## config.mk

```make
export PLATFORM = sky130hd
export DESIGN_NAME = tx_buffer_ring_coalescer_unit_flat
export DESIGN_NICKNAME = d
export VERILOG_FILES = /design/src/rtl/txrc_pkg.sv /design/src/rtl/txrc_stream_if.sv /design/src/rtl/txrc_ram.sv /design/src/rtl/txrc_dp.sv /design/src/rtl/txrc_ctrl.sv /design/src/rtl/tx_buffer_ring_coalescer_unit.sv /design/src/flat_wrapper.sv
export VERILOG_INCLUDE_DIRS = /design/src /design/src/rtl
export SDC_FILE = /design/constraint.sdc
export NUM_CORES = 2
export LEC_CHECK = 0
export ABC_AREA = 1
export ABC_CLOCK_PERIOD_IN_PS = 5000
export BUFFER_PORTS_ARGS = -buffer_cell sky130_fd_sc_hd__buf_2
export CORE_MARGIN = 3
export CORE_UTILIZATION = 55
export DETAILED_ROUTE_END_ITERATION = 6
export MAX_ROUTING_LAYER = met4
export PLACE_DENSITY = 0.7
export SLEW_MARGIN = 25
export SYNTH_ARGS = -nofsm -noshare
export SYNTH_HDL_FRONTEND = slang
export SYNTH_SLANG_ARGS = --single-unit
```

## constraint.sdc

```tcl
create_clock -name clk -period 5 [get_ports clk]
set_input_delay 1 -clock clk [delete_from_list [all_inputs] [get_ports clk]]
set_output_delay 1 -clock clk [all_outputs]
set_load 0.02 [all_outputs]
```

## src/rtl/assert_macros.svh

```systemverilog
// ----------------------------------------------------------------------------
// assert_macros.svh
// Concurrent assertion shorthands, clocked and disabled during reset.
// ----------------------------------------------------------------------------
`ifndef ASSERT_MACROS_SVH
`define ASSERT_MACROS_SVH

// same-cycle implication
`define ASSERT_IMPLIES(label, clk, rst_n, ante, cons, msg) \
    label: assert property (@(posedge clk) disable iff (!rst_n) (ante) |-> (cons)) \
        else $error(msg);

// next-cycle implication
`define ASSERT_NEXT(label, clk, rst_n, ante, cons, msg) \
    label: assert property (@(posedge clk) disable iff (!rst_n) (ante) |=> (cons)) \
        else $error(msg);

`endif

```

## src/rtl/txrc_pkg.sv

```systemverilog
// ----------------------------------------------------------------------------
// txrc_pkg
// Shared types, command codes and defaults of the transmit ring coalescer.
// ----------------------------------------------------------------------------
package txrc_pkg;

    localparam int BUFFER_BYTES_DEFAULT = 64;
    localparam int BUFFER_COUNT_DEFAULT = 4;

    localparam logic [1:0] CMD_WRITE = 2'd0;
    localparam logic [1:0] CMD_TICK  = 2'd1;
    localparam logic [1:0] CMD_DONE  = 2'd2;

    typedef struct packed {
        logic [1:0] cmd;
        logic [7:0] data_byte;
        logic       last_of_write;
    } in_item_t;

    typedef struct packed {
        logic [7:0] tx_byte;
        logic [1:0] buffer_index;
        logic [6:0] tx_length;
        logic       last_byte;
        logic       overrun_flag;
    } out_item_t;

    typedef enum logic [1:0] {
        WS_IDLE,
        WS_ACCEPT,
        WS_DROP
    } wr_state_t;

    typedef enum logic [1:0] {
        ST_IDLE,
        ST_SKIP,
        ST_CHECK,
        ST_SEND
    } ctrl_state_t;

    typedef struct packed {
        logic len_at_send;
        logic lat_item;
        logic src_latched;
        logic wr_drop;
        logic wr_store;
        logic wr_advance;
        logic wr_exhaust;
        logic set_done;
        logic retire;
        logic start;
        logic send_en;
    } ctrl_cmd_t;

    typedef struct packed {
        logic wr_accept;
        logic fill_full;
        logic adv_hits_send;
        logic can_start;
        logic issue_last;
        logic done;
    } dp_status_t;

endpackage

```

## src/rtl/txrc_stream_if.sv

```systemverilog
// ----------------------------------------------------------------------------
// txrc_stream_if
// Valid/ready item channel with a typed payload.
// ----------------------------------------------------------------------------
interface txrc_stream_if #(
    parameter type payload_t = logic
) ();
    logic     valid;
    logic     ready;
    payload_t payload;

    modport source (output valid, output payload, input ready);
    modport sink   (input valid, input payload, output ready);
endinterface

```

## src/rtl/txrc_ram.sv

```systemverilog
// ----------------------------------------------------------------------------
// txrc_ram
// Generic simple dual-port RAM, one write and one registered read port.
// ----------------------------------------------------------------------------
module txrc_ram #(
    parameter int WIDTH = 8,
    parameter int DEPTH = 256,
    parameter int ADDR_W = (DEPTH > 1) ? $clog2(DEPTH) : 1
) (
    input  logic              clk,
    input  logic              wr_en,
    input  logic [ADDR_W-1:0] wr_addr,
    input  logic [WIDTH-1:0]  wr_data,
    input  logic              rd_en,
    input  logic [ADDR_W-1:0] rd_addr,
    output logic [WIDTH-1:0]  rd_data
);

    logic [WIDTH-1:0] mem [DEPTH];

    always_ff @(posedge clk)
    begin
        if (wr_en)
        begin
            mem[wr_addr] <= wr_data;
        end
        if (rd_en)
        begin
            rd_data <= mem[rd_addr];
        end
    end

endmodule

```

## src/rtl/txrc_dp.sv

```systemverilog
// ----------------------------------------------------------------------------
// txrc_dp
// Datapath: ring indices, buffer lengths, write state, byte store and the
// read/output stages that stream a buffer out.
// ----------------------------------------------------------------------------
`include "assert_macros.svh"

module txrc_dp #(
    parameter int BUFFER_BYTES = txrc_pkg::BUFFER_BYTES_DEFAULT,
    parameter int BUFFER_COUNT = txrc_pkg::BUFFER_COUNT_DEFAULT
) (
    input  logic                 clk,
    input  logic                 rst_n,
    input  txrc_pkg::ctrl_cmd_t  cmd,
    output txrc_pkg::dp_status_t sts,
    input  logic [7:0]           data_byte,
    input  logic                 last_of_write,
    input  logic                 tx_ready,
    output logic                 tx_valid,
    output txrc_pkg::out_item_t  tx_item
);

    localparam int IDX_W  = $clog2(BUFFER_COUNT);
    localparam int LEN_W  = $clog2(BUFFER_BYTES + 1);
    localparam int DEPTH  = BUFFER_COUNT * BUFFER_BYTES;
    localparam int ADDR_W = (DEPTH > 1) ? $clog2(DEPTH) : 1;
    localparam logic [LEN_W-1:0]  LEN_FULL = LEN_W'(BUFFER_BYTES);
    localparam logic [LEN_W-1:0]  LEN_LAST = LEN_W'(BUFFER_BYTES - 1);
    localparam logic [IDX_W-1:0]  IDX_MAX  = IDX_W'(BUFFER_COUNT - 1);
    localparam logic [ADDR_W-1:0] STRIDE   = ADDR_W'(BUFFER_BYTES);

    function automatic logic [IDX_W-1:0] next_idx(input logic [IDX_W-1:0] i);
        return (i == IDX_MAX) ? '0 : IDX_W'(i + 1'b1);
    endfunction

    logic [LEN_W-1:0]     len_reg [BUFFER_COUNT];
    logic [LEN_W-1:0]     len_next [BUFFER_COUNT];
    logic [IDX_W-1:0]     fill_reg, fill_next;
    logic [IDX_W-1:0]     send_reg, send_next;
    logic                 busy_reg, busy_next;
    logic                 ovr_reg, ovr_next;
    logic                 done_reg, done_next;
    txrc_pkg::wr_state_t  ws_reg, ws_next;
    logic [7:0]           byte_reg, byte_next;
    logic                 last_reg, last_next;
    logic [LEN_W-1:0]     run_len_reg, run_len_next;
    logic [LEN_W-1:0]     rd_cnt_reg, rd_cnt_next;
    logic                 pend_valid_reg, pend_valid_next;
    txrc_pkg::out_item_t  pend_reg, pend_next;
    logic                 out_valid_reg, out_valid_next;
    txrc_pkg::out_item_t  out_reg, out_next;

    logic [7:0]           cur_byte;
    logic                 cur_last;
    logic [LEN_W-1:0]     len_rd;
    logic [IDX_W-1:0]     fill_nx;
    logic                 hits;
    logic                 store_fills;
    logic [ADDR_W-1:0]    wr_addr;
    logic [ADDR_W-1:0]    rd_addr;
    logic                 pend_move;
    logic                 issue;
    logic                 issue_last;
    logic                 wr_accept;
    logic [7:0]           ram_rd;

    assign cur_byte    = cmd.src_latched ? byte_reg : data_byte;
    assign cur_last    = cmd.src_latched ? last_reg : last_of_write;
    assign len_rd      = len_reg[cmd.len_at_send ? send_reg : fill_reg];
    assign fill_nx     = next_idx(fill_reg);
    assign hits        = (fill_nx == send_reg);
    assign store_fills = (len_rd == LEN_LAST);
    assign wr_addr     = ADDR_W'(fill_reg) * STRIDE + ADDR_W'(len_rd);
    assign rd_addr     = ADDR_W'(send_reg) * STRIDE + ADDR_W'(rd_cnt_reg);
    assign pend_move   = pend_valid_reg && (!out_valid_reg || tx_ready);
    assign issue       = cmd.send_en && (!pend_valid_reg || pend_move);
    assign issue_last  = issue && (rd_cnt_reg == LEN_W'(run_len_reg - 1'b1));
    assign wr_accept   = (ws_reg == txrc_pkg::WS_IDLE)
                       ? (!ovr_reg && (!busy_reg || fill_reg != send_reg))
                       : (ws_reg == txrc_pkg::WS_ACCEPT);

    always_comb
    begin
        sts.wr_accept     = wr_accept;
        sts.fill_full     = (len_rd == LEN_FULL);
        sts.adv_hits_send = hits;
        sts.can_start     = !busy_reg && (len_rd != '0);
        sts.issue_last    = issue_last;
        sts.done          = done_reg;
    end

    txrc_ram #(
        .WIDTH  (8),
        .DEPTH  (DEPTH),
        .ADDR_W (ADDR_W)
    ) u_store (
        .clk     (clk),
        .wr_en   (cmd.wr_store),
        .wr_addr (wr_addr),
        .wr_data (cur_byte),
        .rd_en   (issue),
        .rd_addr (rd_addr),
        .rd_data (ram_rd)
    );

    always_comb
    begin
        len_next        = len_reg;
        fill_next       = fill_reg;
        send_next       = send_reg;
        busy_next       = busy_reg;
        ovr_next        = ovr_reg;
        done_next       = done_reg;
        ws_next         = ws_reg;
        byte_next       = byte_reg;
        last_next       = last_reg;
        run_len_next    = run_len_reg;
        rd_cnt_next     = rd_cnt_reg;
        pend_next       = pend_reg;
        out_next        = out_reg;
        out_valid_next  = out_valid_reg;

        if (cmd.lat_item)
        begin
            byte_next = data_byte;
            last_next = last_of_write;
        end
        if (cmd.set_done)
        begin
            done_next = 1'b1;
        end
        if (cmd.wr_drop)
        begin
            ws_next = cur_last ? txrc_pkg::WS_IDLE : txrc_pkg::WS_DROP;
        end
        if (cmd.wr_store)
        begin
            len_next[fill_reg] = LEN_W'(len_rd + 1'b1);
            if (store_fills)
            begin
                fill_next = fill_nx;
                if (hits)
                begin
                    ovr_next = 1'b1;
                end
            end
            if (cur_last)
                ws_next = txrc_pkg::WS_IDLE;
            else if (store_fills && hits)
                ws_next = txrc_pkg::WS_DROP;
            else
                ws_next = txrc_pkg::WS_ACCEPT;
        end
        if (cmd.wr_advance)
        begin
            fill_next = fill_nx;
            if (hits)
            begin
                ovr_next = 1'b1;
                ws_next  = cur_last ? txrc_pkg::WS_IDLE : txrc_pkg::WS_DROP;
            end
        end
        if (cmd.wr_exhaust)
        begin
            ws_next = cur_last ? txrc_pkg::WS_IDLE : txrc_pkg::WS_ACCEPT;
        end
        if (cmd.retire)
        begin
            busy_next          = 1'b0;
            len_next[send_reg] = '0;
            send_next          = next_idx(send_reg);
            ovr_next           = 1'b0;
            done_next          = 1'b0;
        end
        if (cmd.start)
        begin
            busy_next    = 1'b1;
            run_len_next = len_rd;
            rd_cnt_next  = '0;
            if (fill_reg == send_reg)
            begin
                fill_next = fill_nx;
            end
        end

        // read stage: RAM output is held until it moves to the output register
        if (issue)
        begin
            rd_cnt_next            = LEN_W'(rd_cnt_reg + 1'b1);
            pend_next.tx_byte      = '0;
            pend_next.buffer_index = 2'(send_reg);
            pend_next.tx_length    = 7'(run_len_reg);
            pend_next.last_byte    = issue_last;
            pend_next.overrun_flag = ovr_reg;
        end
        pend_valid_next = issue || (pend_valid_reg && !pend_move);

        if (pend_move)
        begin
            out_next         = pend_reg;
            out_next.tx_byte = ram_rd;
            out_valid_next   = 1'b1;
        end
        else if (tx_ready)
        begin
            out_valid_next = 1'b0;
        end
    end

    always_ff @(posedge clk or negedge rst_n)
    begin
        if (!rst_n)
        begin
            for (int i = 0; i < BUFFER_COUNT; i++)
            begin
                len_reg[i] <= '0;
            end
            fill_reg       <= '0;
            send_reg       <= '0;
            busy_reg       <= 1'b0;
            ovr_reg        <= 1'b0;
            done_reg       <= 1'b0;
            ws_reg         <= txrc_pkg::WS_IDLE;
            run_len_reg    <= '0;
            rd_cnt_reg     <= '0;
            pend_valid_reg <= 1'b0;
            out_valid_reg  <= 1'b0;
        end
        else
        begin
            len_reg        <= len_next;
            fill_reg       <= fill_next;
            send_reg       <= send_next;
            busy_reg       <= busy_next;
            ovr_reg        <= ovr_next;
            done_reg       <= done_next;
            ws_reg         <= ws_next;
            run_len_reg    <= run_len_next;
            rd_cnt_reg     <= rd_cnt_next;
            pend_valid_reg <= pend_valid_next;
            out_valid_reg  <= out_valid_next;
        end
    end

    always_ff @(posedge clk)
    begin
        byte_reg <= byte_next;
        last_reg <= last_next;
        pend_reg <= pend_next;
        out_reg  <= out_next;
    end

    assign tx_valid = out_valid_reg;
    assign tx_item  = out_reg;

    `ASSERT_IMPLIES(a_len_bound, clk, rst_n, 1'b1, len_rd <= LEN_FULL,
        "buffer length beyond buffer size")
    `ASSERT_IMPLIES(a_no_issue_on_stall, clk, rst_n, issue,
        !(pend_valid_reg && out_valid_reg && !tx_ready), "read issued into full stages")
    `ASSERT_NEXT(a_start_busy, clk, rst_n, cmd.start, busy_reg,
        "transmitter not busy after start")

endmodule

```

## src/rtl/txrc_ctrl.sv

```systemverilog
// ----------------------------------------------------------------------------
// txrc_ctrl
// Controller: takes items, sequences full-buffer skipping, the tick check
// and the read-out of a buffer.
// ----------------------------------------------------------------------------
`include "assert_macros.svh"

module txrc_ctrl #(
    parameter int BUFFER_COUNT = txrc_pkg::BUFFER_COUNT_DEFAULT
) (
    input  logic                 clk,
    input  logic                 rst_n,
    input  logic                 item_valid,
    input  logic [1:0]           item_cmd,
    output logic                 item_ready,
    input  txrc_pkg::dp_status_t sts,
    output txrc_pkg::ctrl_cmd_t  cmd
);

    localparam int K_W = $clog2(BUFFER_COUNT + 1);
    localparam logic [K_W-1:0] K_MAX = K_W'(BUFFER_COUNT);

    txrc_pkg::ctrl_state_t state_reg, state_next;
    logic [K_W-1:0]        k_reg, k_next;
    logic                  skip_step;

    assign skip_step = sts.fill_full && (k_reg < K_MAX);

    always_comb
    begin
        state_next = state_reg;
        k_next     = k_reg;
        case (state_reg)
            txrc_pkg::ST_IDLE:
            begin
                k_next = '0;
                if (item_valid)
                begin
                    if (item_cmd == txrc_pkg::CMD_WRITE && sts.wr_accept && sts.fill_full)
                        state_next = txrc_pkg::ST_SKIP;
                    else if (item_cmd == txrc_pkg::CMD_TICK)
                        state_next = txrc_pkg::ST_CHECK;
                end
            end
            txrc_pkg::ST_SKIP:
            begin
                if (skip_step)
                begin
                    k_next = K_W'(k_reg + 1'b1);
                    if (sts.adv_hits_send)
                        state_next = txrc_pkg::ST_IDLE;
                end
                else
                begin
                    state_next = txrc_pkg::ST_IDLE;
                end
            end
            txrc_pkg::ST_CHECK:
            begin
                state_next = sts.can_start ? txrc_pkg::ST_SEND : txrc_pkg::ST_IDLE;
            end
            txrc_pkg::ST_SEND:
            begin
                if (sts.issue_last)
                    state_next = txrc_pkg::ST_IDLE;
            end
            default:
            begin
                state_next = txrc_pkg::ST_IDLE;
            end
        endcase
    end

    always_comb
    begin
        cmd        = '0;
        item_ready = 1'b0;
        case (state_reg)
            txrc_pkg::ST_IDLE:
            begin
                item_ready = 1'b1;
                if (item_valid)
                begin
                    case (item_cmd)
                        txrc_pkg::CMD_WRITE:
                        begin
                            cmd.lat_item = 1'b1;
                            if (!sts.wr_accept)
                                cmd.wr_drop = 1'b1;
                            else if (!sts.fill_full)
                                cmd.wr_store = 1'b1;
                        end
                        txrc_pkg::CMD_TICK:
                        begin
                            cmd.retire = sts.done;
                        end
                        txrc_pkg::CMD_DONE:
                        begin
                            cmd.set_done = 1'b1;
                        end
                        default:
                        begin
                            cmd.set_done = 1'b0;
                        end
                    endcase
                end
            end
            txrc_pkg::ST_SKIP:
            begin
                cmd.src_latched = 1'b1;
                if (skip_step)
                    cmd.wr_advance = 1'b1;
                else if (!sts.fill_full)
                    cmd.wr_store = 1'b1;
                else
                    cmd.wr_exhaust = 1'b1;
            end
            txrc_pkg::ST_CHECK:
            begin
                cmd.len_at_send = 1'b1;
                cmd.start       = sts.can_start;
            end
            txrc_pkg::ST_SEND:
            begin
                cmd.send_en = 1'b1;
            end
            default:
            begin
                cmd = '0;
            end
        endcase
    end

    always_ff @(posedge clk or negedge rst_n)
    begin
        if (!rst_n)
        begin
            state_reg <= txrc_pkg::ST_IDLE;
            k_reg     <= '0;
        end
        else
        begin
            state_reg <= state_next;
            k_reg     <= k_next;
        end
    end

    `ASSERT_NEXT(a_send_exit, clk, rst_n,
        state_reg == txrc_pkg::ST_SEND && sts.issue_last,
        state_reg == txrc_pkg::ST_IDLE, "send run did not end after last read")
    `ASSERT_IMPLIES(a_skip_bound, clk, rst_n, state_reg == txrc_pkg::ST_SKIP,
        k_reg <= K_MAX, "skip loop ran past ring size")

endmodule

```

## src/rtl/tx_buffer_ring_coalescer_unit.sv

```systemverilog
// ----------------------------------------------------------------------------
// tx_buffer_ring_coalescer_unit
// Ring of transmit buffers that coalesces byte writes and streams buffers out.
// ----------------------------------------------------------------------------
// Channels: host carries one item per command: a byte write (with an end of
// write mark), a service tick or a transfer completion event. tx carries one
// item per byte sent, with buffer index, length, last mark and overrun state.
// A write that meets a full fill buffer steps over one buffer per cycle, up to
// BUFFER_COUNT buffers. A tick that starts a buffer blocks the host channel
// while its bytes are read, one per cycle while tx does not stall, through
// the single read port of the byte store.
// The tx side has a read stage and an output register: when tx stalls, reads
// stop and no byte is lost; host items are taken again once all reads of the
// run are issued, while the last bytes drain.
// Reset clears lengths, indices and flags at once; no clearing pass. Bytes
// of the store are never read before they are written.
// ----------------------------------------------------------------------------
module tx_buffer_ring_coalescer_unit #(
    parameter int BUFFER_BYTES = txrc_pkg::BUFFER_BYTES_DEFAULT,
    parameter int BUFFER_COUNT = txrc_pkg::BUFFER_COUNT_DEFAULT
) (
    input  logic             clk,
    input  logic             rst_n,
    txrc_stream_if.sink      host,
    txrc_stream_if.source    tx
);

    txrc_pkg::ctrl_cmd_t  cmd;
    txrc_pkg::dp_status_t sts;
    txrc_pkg::in_item_t   host_item;
    txrc_pkg::out_item_t  tx_item;
    logic                 host_ready;
    logic                 tx_valid;

    assign host_item  = host.payload;
    assign host.ready = host_ready;
    assign tx.valid   = tx_valid;
    assign tx.payload = tx_item;

    txrc_ctrl #(
        .BUFFER_COUNT (BUFFER_COUNT)
    ) u_ctrl (
        .clk        (clk),
        .rst_n      (rst_n),
        .item_valid (host.valid),
        .item_cmd   (host_item.cmd),
        .item_ready (host_ready),
        .sts        (sts),
        .cmd        (cmd)
    );

    txrc_dp #(
        .BUFFER_BYTES (BUFFER_BYTES),
        .BUFFER_COUNT (BUFFER_COUNT)
    ) u_dp (
        .clk           (clk),
        .rst_n         (rst_n),
        .cmd           (cmd),
        .sts           (sts),
        .data_byte     (host_item.data_byte),
        .last_of_write (host_item.last_of_write),
        .tx_ready      (tx.ready),
        .tx_valid      (tx_valid),
        .tx_item       (tx_item)
    );

endmodule

```

## src/flat_wrapper.sv

```systemverilog
// flat-port wrapper written by rule: the top's interface ports become plain ports
module tx_buffer_ring_coalescer_unit_flat 
#(
    parameter int BUFFER_BYTES = txrc_pkg::BUFFER_BYTES_DEFAULT,
    parameter int BUFFER_COUNT = txrc_pkg::BUFFER_COUNT_DEFAULT
)
  (clk, rst_n, host_valid, host_payload, host_ready, tx_valid, tx_payload, tx_ready);
  txrc_stream_if #(.payload_t(txrc_pkg::in_item_t)) host_i ();
  txrc_stream_if #(.payload_t(txrc_pkg::out_item_t)) tx_i ();
  input  logic clk;
  input  logic rst_n;
  input wire logic [$bits(host_i.valid)-1:0] host_valid;
  input wire logic [$bits(host_i.payload)-1:0] host_payload;
  output wire logic [$bits(host_i.ready)-1:0] host_ready;
  output wire logic [$bits(tx_i.valid)-1:0] tx_valid;
  output wire logic [$bits(tx_i.payload)-1:0] tx_payload;
  input wire logic [$bits(tx_i.ready)-1:0] tx_ready;
  assign host_i.valid = host_valid;
  assign host_i.payload = host_payload;
  assign host_ready = host_i.ready;
  assign tx_valid = tx_i.valid;
  assign tx_payload = tx_i.payload;
  assign tx_i.ready = tx_ready;
  tx_buffer_ring_coalescer_unit #(.BUFFER_BYTES(BUFFER_BYTES), .BUFFER_COUNT(BUFFER_COUNT)) u_core (.clk(clk), .rst_n(rst_n), .host(host_i), .tx(tx_i));
endmodule
```

==> results.md <==
* Hold slack at 0.337 ns
* Critical path buffers and inverters at 2
* H-tree Lvls at 4
* PwrDens at between 500 and 600 nW/um^2
* Max_cap viols at 0
* Layout area overhead at 11.0%
* Antenna violations before repair at 9
* Worst-path maximum fanout at 18
* CP max-delay cell: nor2_1
* Worst Max-Slew Pin Slew at 1.06 ns
* Die X at around 400 microns
* DRC at 0
* Largest family of logic cells by synthesized area: simple AND/OR/NAND/NOR gates
* Clock tree buffer depth at 3
* RSZ-0062 raised after global routing: false
* Post-synthesis adder-cell area fraction at less than 1%
* Status: finished, final reports clean
* Worst stage delay on the critical path at a little under 0.7 ns
* Die Y at approximately 400 microns
* Clk slew on worst S/H paths at 0.06 ns
* Setup total negative slack at 0 ns
* Synth Area in Compound Gates at about a tenth
* Final std cells w/o fill at 9410
* Initial Util at between 50% and 60%
* Ratio of cells with drive above 1 in the final layout at 7.64%
* Die Area at 163000 sq um
* Critical path arrival at 4.88 ns
* CP Class: reg2reg
* IO Pins at 36
* Post-synth ARST share at 2.69%
* Area occupied by registers at about 64000 sq um
* Setup Viol. Count Final at 0
* Critical Path RT at 5.46 ns
* Vias in the first global route at roughly 56000
* Synth top area share at 72.2%
* LEAKAGE at 0.0322 uW
* Reg2reg end: u_core.u_dp.u_store.mem[26][3]
* VDD IR max at 0.574 mV
* Top cells by area in the synthesized netlist: edfxtp_1 72%, nor2_1 8.1%, o21ai_0 6.5%
* CTS Buf Count at 207
* Gr ovfl total at 0
* First DRT Iteration DRCs at 8135
* Post-synth EDFFs at between 2000 and 2500
* Crit-path cells: nand3_2 > nand2_4 > nand2_1 > nand3_1 > nand2_1 > ha_1 > or2_2 > nand2_1 > inv_1 > nor2_1 > inv_1 > nor2_1 > nand2_1 > nor2_1
* Slew HR at between 20 and 30%
* Mux share of post-synthesis cell area at 0.0574%
* Vias post-DR at 58500
* Syn nets at 7240
* Clock tree from TritonCTS: yes
* Part of the cycle the worst path needs at 88.5%
* HP Class: in2async
* Min Tclk post-route at 4.43 ns
* TritonRoute pass-1 iters at 7
* CP startpoint kind: flip-flop
* Clock latency at the later pin of the worst-skew pair at about 0.84 ns
* Synth Cell Area at 87100 sq um
* Final hold violation count at 0
* Cell Rows at between 100 and 150
* Tot GR Track Use at between 30 and 40%
* Hold Buf Count CTS at 0
* Post-synth cell types at 34
* Ys Warns at 0
* Yosys reg bits at roughly 2200
* Max reg flops at 2048
* I/O Buffers at 35
* Hpwl dp at ~140 mm
* Mapped Cells at about 7200
* Simple-gate share of the synthesized area at 12.6%
* Core area at 157000 sq um
* CP endpoint kind: flip-flop
* Pins over their slew limit at 0
* Largest delay share family, worst path: simple AND/OR/NAND/NOR gates
* Post-synth top area cell: edfxtp_1
* Largest net degree at the start of global routing at 180
* Worst-case reg-to-reg path depth at 14
* Reg2reg setup slack at around 0.57 ns
* Cell mode on critical path: nand2_1
* Layout Nets at 7202
* Syn Area/Cell at 12.1 sq um
* Reg-to-Reg Start: u_core.u_dp.send_reg[0]
* CTS root buffer: clkbuf_16
* F_max at 226 MHz
* WL/cell at 25.8 microns
* Top FF cell, synth: edfxtp_1
* Post-Place Cells at 9019
* Filler cell count at 11800
* Multi-input logic area at 20500 sq um
* Xor-xnor portion of the synthesized cell area at less than 1%
* Setup Buffers After CTS at 0
* Clock sink count at around 2200
* Gpl congestion at 0.969
* Clk_skew at 0.0387 ns
* Final wirelength at 243 mm
* CTS-repair resized insts at 0
* Routed Antenna Nets at 0
* First-pass GRT wire length at 357 mm
* Post-DR vias/cell at 6.22
* Post-synthesis sequential area ratio at about 74%
final cells by class:
class	count	share of cell area (%)
clock inverters	126	1.24
multi-input cells	4454	21.2
clock buffers	258	5.71
repair buffers	211	2.05
inverters	143	0.582
well taps	2058	2.66
flip-flops and latches	2153	66.6
diodes	7	0.0181
cells in the mapped netlist, types with 6 or more instances:
master       n
a21oi_1    148
buf_1       47
buf_2       65
clkbuf_1   340
clkinv_1    12
dfrtp_1     58
edfxtp_1  2095
ha_1        17
inv_1      117
inv_2       13
nand2_1    490
nand3_1    370
nor2_1    1877
o211ai_1   260
o21ai_0   1128
o22ai_1    109
xnor2_1      6
cell usage in the layout, fill, tap and decap left out, drive strengths merged:
master | netlist | final
nand4 | 5 | 5
nand2 | 499 | 499
clkinvlp | 0 | 7
nand3 | 373 | 373
dfrtp | 58 | 58
ha | 17 | 17
nor2 | 1882 | 1882
nor3 | 5 | 5
buf | 118 | 211
diode | 0 | 7
bufinv | 0 | 20
inv | 131 | 135
o21ai | 1130 | 1130
or2 | 4 | 4
mux2i | 5 | 5
a21oi | 148 | 148
edfxtp | 2095 | 2095
xor2 | 4 | 4
xnor2 | 6 | 6
o22ai | 109 | 109
clkbuf | 340 | 258
nand3b | 2 | 2
o211ai | 260 | 260
nor4 | 1 | 1
a22oi | 4 | 4
clkinv | 12 | 107
worst max path at each step:
stage | depth (start not counted) | to | from | slack (ns)
final | 14 | u_core.u_dp.u_store.mem[26][3] | u_core.u_dp.send_reg[0] | 0.57
after global routing | 14 | u_core.u_dp.u_store.mem[26][3] | u_core.u_dp.send_reg[0] | 0.43
after CTS | 14 | u_core.u_dp.u_store.mem[26][5] | u_core.u_dp.send_reg[0] | 0.74
after detailed placement | 14 | u_core.u_dp.u_store.mem[26][5] | u_core.u_dp.send_reg[0] | 0.71
after global placement | 14 | u_core.u_dp.u_store.mem[22][3] | u_core.u_dp.send_reg[0] | 0.74
after floorplan | 2 | u_core.u_dp.u_store.mem[0][0] | host_payload[1] | 0.09
per-layer routing:
layer | vias to the layer above | GRT usage (%) | routed length [microns] | part of all wire, %
met5 | - | - | 0 | 0
met4 | 0 | 12.6 | 10400 | 4.3
met3 | 535 | 7.07 | 29100 | 12
met2 | 3647 | 44.2 | 109000 | 45
met1 | 28500 | 41.9 | 94300 | 39
li1 | 25800 | - | - | -
kinds of logic (layout without fill, tap and decap cells):
| family | Yosys count | after routing |
|---|---|---|
| flip-flops | 2153 | 2153 |
| AND/OR/NAND/NOR | 2771 | 2771 |
| AO/OA/AOI/OAI | 1651 | 1651 |
| adder cells (fa/ha/maj) | 17 | 17 |
| multiplexers | 5 | 5 |
| XOR/XNOR | 10 | 10 |
| buffers and inverters | 601 | 738 |
| other | 0 | 7 |
per-stage QoR:
step | total power [uW] | util (%) | setup slack [ns] | area (sq um)
after floorplan | 31200 | - | 0.0861 | 87100
after global placement | 37100 | 57.4 | 0.736 | 90000
after detailed placement | 37300 | 57.4 | 0.714 | 90000
after CTS | 52600 | 61.7 | 0.740 | 96700
after global routing | 54700 | 61.7 | 0.426 | 96700
final | 52800 | 61.7 | 0.574 | 96700
report_power, final:
group          switching (uW)  internal (uW)  total, uW
registers                 399          22000      22400
clock network            6630           8840      15500
logic                   11700           3200      15000
(Power assumes the default switching activity.)
